===== src/adir_pkg.sv =====
// Shared types, register indices and constants of the adaptive DPCM reconstruction block.
package adir_pkg;

  typedef logic signed [15:0] pixel_t;

  // Register indices as seen on paddr[3:2].
  localparam logic [1:0] REG_SKIP  = 2'd0;
  localparam logic [1:0] REG_WIDTH = 2'd1;
  localparam logic [1:0] REG_LINES = 2'd2;

  // Gradients at or above this value never select a predictor.
  localparam logic [16:0] GRAD_LIMIT = 17'd1000;

  // Per-pixel position information that the predictor needs.
  typedef struct packed {
    logic skip;    // bypass: the pixel is the residual
    logic c_gt0;   // a left neighbour exists
    logic c_gt1;   // two left neighbours exist
    logic r_gt1;   // two rows above exist
    logic ur_ok;   // two up-right neighbours exist
  } pred_ctl_t;

  // Row buffer that holds the row directly above the current one.
  function automatic logic [1:0] up1_of(input logic [1:0] rot);
    logic [1:0] idx;
    case (rot)
      2'd0:    idx = 2'd2;
      2'd1:    idx = 2'd0;
      default: idx = 2'd1;
    endcase
    return idx;
  endfunction

  // Row buffer that holds the row two above the current one.
  function automatic logic [1:0] up2_of(input logic [1:0] rot);
    logic [1:0] idx;
    case (rot)
      2'd0:    idx = 2'd1;
      2'd1:    idx = 2'd2;
      default: idx = 2'd0;
    endcase
    return idx;
  endfunction

endpackage


===== src/adir_pred.sv =====
// Directional gradient measurement, predictor choice and pixel reconstruction.
module adir_pred import adir_pkg::*; (
  input  pred_ctl_t ctl_i,
  input  pixel_t    residual_i,
  input  pixel_t    left1_i,
  input  pixel_t    left2_i,
  input  pixel_t    up1_m1_i,
  input  pixel_t    up1_c_i,
  input  pixel_t    up1_p1_i,
  input  pixel_t    up2_m2_i,
  input  pixel_t    up2_c_i,
  input  pixel_t    up2_p2_i,
  output pixel_t    pixel_o
);

  typedef enum logic [2:0] {
    SEL_NONE,
    SEL_LEFT,
    SEL_UP,
    SEL_UPLEFT,
    SEL_UPRIGHT
  } sel_e;

  function automatic logic [16:0] abs_diff(input pixel_t a, input pixel_t b);
    logic signed [16:0] d;
    d = 17'(a) - 17'(b);
    return d[16] ? 17'(-d) : 17'(d);
  endfunction

  logic [16:0] grad_left;
  logic [16:0] grad_up;
  logic [16:0] grad_ul;
  logic [16:0] grad_ur;
  logic [16:0] dmin;
  sel_e        sel;
  pixel_t      pred;

  assign grad_left = abs_diff(left1_i, left2_i);
  assign grad_up   = abs_diff(up1_c_i, up2_c_i);
  assign grad_ul   = abs_diff(up1_m1_i, up2_m2_i);
  assign grad_ur   = abs_diff(up1_p1_i, up2_p2_i);

  // Directions are tried in a fixed order; a later one wins only if strictly smaller.
  always_comb begin
    dmin = GRAD_LIMIT;
    sel  = SEL_NONE;
    if (ctl_i.c_gt1 && (grad_left < dmin)) begin
      dmin = grad_left;
      sel  = SEL_LEFT;
    end
    if (ctl_i.r_gt1 && (grad_up < dmin)) begin
      dmin = grad_up;
      sel  = SEL_UP;
    end
    if (ctl_i.r_gt1 && ctl_i.c_gt1 && (grad_ul < dmin)) begin
      dmin = grad_ul;
      sel  = SEL_UPLEFT;
    end
    if (ctl_i.r_gt1 && ctl_i.ur_ok && (grad_ur < dmin)) begin
      dmin = grad_ur;
      sel  = SEL_UPRIGHT;
    end
  end

  always_comb begin
    case (sel)
      SEL_LEFT:    pred = left1_i;
      SEL_UP:      pred = up1_c_i;
      SEL_UPLEFT:  pred = up1_m1_i;
      SEL_UPRIGHT: pred = up1_p1_i;
      default:     pred = ctl_i.c_gt0 ? left1_i : '0;
    endcase
  end

  assign pixel_o = ctl_i.skip ? residual_i : pixel_t'(residual_i + pred);

endmodule


===== config.mk =====
export PLATFORM = sky130hd
export DESIGN_NAME = adir_pred
export DESIGN_NICKNAME = d
export VERILOG_FILES = /design/src/adir_pkg.sv /design/src/adir_pred.sv
export SDC_FILE = /design/constraint.sdc
export NUM_CORES = 1
export LEC_CHECK = 0
export BUFFER_PORTS_ARGS = -buffer_cell sky130_fd_sc_hd__buf_2
export CAP_MARGIN = 20
export CORE_MARGIN = 4
export CORE_UTILIZATION = 35
export DETAILED_ROUTE_END_ITERATION = 10
export MAX_ROUTING_LAYER = met4
export PLACE_DENSITY = 0.67
export SETUP_SLACK_MARGIN = 0.02
export SKIP_LAST_GASP = 1
export SYNTH_ARGS = -nofsm -noshare
export SYNTH_HDL_FRONTEND = slang
export SYNTH_SLANG_ARGS = --single-unit
export TNS_END_PERCENT = 10

===== constraint.sdc =====
create_clock -name vclk -period 13.25
set_input_delay 0.6625 -clock vclk [all_inputs]
set_output_delay 0.6625 -clock vclk [all_outputs]
set_load 0.1 [all_outputs]

==> results.yml <==
global_routing:
  grt_max_degree: 30
  grt_pass1_vias: 9524
  antenna_found_initial: 1
  grt_pass1_wl_mm: 45.35
  gr-total-overflow: 0
  track_usage_pct: 23.32
final_layout:
  area_growth_pct: 49.37
  utilization_pct: 53.10
  nClkBuffers: 0
  seq_cell_count: 0
  regArea_um2: 0
  nFillCells: 2034
  nNetsFinal: 1790
  drive_above_1_share_pct: 34.71
worst_setup_path:
  endpoint_kind: "output pin"
  path_max_fanout: 14
  startpoint_type: "primary input"
  slowest_delay_ns: 0.53
  slowest_stage: "a222oi_1"
  cp.arrival_ns: 12.81
  critical_path_buf_inv_count: 10
  critPathTopFamily: "compound AO/OA/AOI/OAI gates"
  cp_common_cell: "a21oi_2"
  cp.required_ns: 12.59
  worstSetupPathType: "in2out"
synthesis:
  postSynthCellCount: 1122
  yosysWarningCount: 0
  syn_avg_cell_area_um2: 6.661
  ys_seq_area_share_pct: 0
  ys_types: 74
  syn-cell-area_um2: 7473
drt:
  top_layer_used: "met4"
  route.met2.wl_mm: 13.50
  wl_per_cell_um: 16.04
  route.final.wire_length_mm: 28.55
  dr.pass1.iters: 5
  final_antenna_net_count: 0
  dr_total_vias: 9553
  route.met3.wl_mm: 1.810
  drc: 0
  wl_met1_mm: 12.40
  vias_per_cell: 5.367
  drtIter0Drc: 521
pwr:
  ir_worst_vdd_uv: 166.9
  power_leakage_nw: 5.588
  p_total_mw: 1.235
  power_density_nw_per_um2: 110.6
floorplanning:
  die_area_um2: 23750
  core_um2: 21020
  pin_count: 165
  die_x_um: 154.1
  rows: 53
  fp.dieH_um: 154.1
  initial_core_util_pct: 35.55
worst_hold_path:
  hold_class: "in2out"
timing:
  hold_violations: 0
  min_period_ns: 13.48
  drv_slew: 0
  max_clock_freq_ghz: 0.07420
  fin_crit_sh_pct: 101.7
  tns_ns: -0.5460
  slew_headroom_pct: 48.56
  setup_ws_ns: -0.2269
  worstMarginPinSlew_ns: 0.7651
  finalSetupViolations: 3
  rsz0062_at_grt: "yes"
placement:
  dp.final_hpwl_mm: 24.61
  place.gp.congestion: 0.9525
  io_buffers: 165
  dp_slack_ns: -0.7895
status:
  status: "finished with violations"
  violations: "setup timing"
run:
  max_cap_violations: 0
==> area by class of cell <==
cell class / instances / area (um2) / area share [%]
Inverter: 115 / 441.7 / 3.957
Antenna cell: 1 / 2.502 / 0.02242
Tap cell: 275 / 344.1 / 3.082
Multi-Input combinational cell: 982 / 7487 / 67.07
Timing Repair Buffer: 407 / 2888 / 25.87
==> Yosys cell counts (12+ instances only) <==
library cell	number	area, um2
nand2_1	137	514.2
xnor2_1	75	656.9
nor4_1	12	75.07
ha_1	130	1627
nor2b_1	18	112.6
nand3_1	16	80.08
a21oi_1	79	395.4
xor2_1	24	210.2
inv_1	115	431.7
a21o_1	34	255.2
nor3_1	27	135.1
nor2_1	75	281.5
o21ai_0	96	480.5
nand2b_1	16	100.1
a222oi_1	15	150.1
nand4_1	17	106.4
clkbuf_1	22	82.58
or3_1	17	106.4
==> placed cells by master (no fill, tap or decap), types with 24 or more instances in the layout <==
cell	count
nor2_1	70
nand2_1	134
xor2_1	24
buf_4	240
xnor2_1	70
buf_2	148
a21o_1	34
a21oi_1	64
ha_1	125
inv_1	112
o21ai_0	72
==> what timing repair did <==
item / CTS / global route
setup buffers: 29 / 0
hold buffers: 0 / 0
resized for setup: 82 / 7
endpoints found under the setup margin: 8 / 10
pin swaps: 81 / 9
==> where the power goes <==
part | leakage, nW | switching (mW) | internal [mW]
registers | 0 | 0 | 0
logic | 5.59 | 0.677 | 0.557
clock network | 0.00000634 | 0 | 0.0000000101
total | 5.59 | 0.677 | 0.557
==> through the flow <==
stage / instances / hold slack (ns) / instance area [um2]
floorplan: 1128 / 1.547 / 7751
global placement: 1750 / 1.712 / 10540
detailed placement: 1750 / 1.711 / 10540
CTS: 1779 / 1.714 / 11130
global route: 1780 / 1.721 / 11160
finish: 1780 / 1.711 / 11160
==> path summary, 6_finish.rpt <==
| kind | cells past startpoint | endpoint | slack (ns) | start |
|---|---|---|---|---|
| hold / removal | 3 | pixel_o[15] | 1.71 | residual_i[15] |
| setup / recovery | 73 | pixel_o[14] | -0.23 | up1_c_i[0] |
==> tightest hold or removal path, delay by kind of cell <==
kind / cells / cell delay (ns)
buf+inv: 2 / 0.29
xor+xnor: 1 / 0.09
==> cell families (layout without fill, tap and decap cells) <==
kind of cell | count (synthesis) | in the layout | synth area share [%]
AO/OA/AOI/OAI | 339 | 339 | 30.25
AND/OR/NAND/NOR | 387 | 387 | 25.16
buffers and inverters | 146 | 522 | 7.735
XOR/XNOR | 99 | 99 | 11.60
adder cells (fa/ha/maj) | 135 | 135 | 23.10
other | 1 | 8 | 0.05018
multiplexers | 15 | 15 | 2.093
==> metal layers <==
metal | global-route usage, % | vias up
li1 | - | 4810
met1 | 28.91 | 4369
met2 | 40.91 | 329
met3 | 1.829 | 45
met4 | 5.971 | 0
met5 | - | -
(Power assumes the default switching activity.)
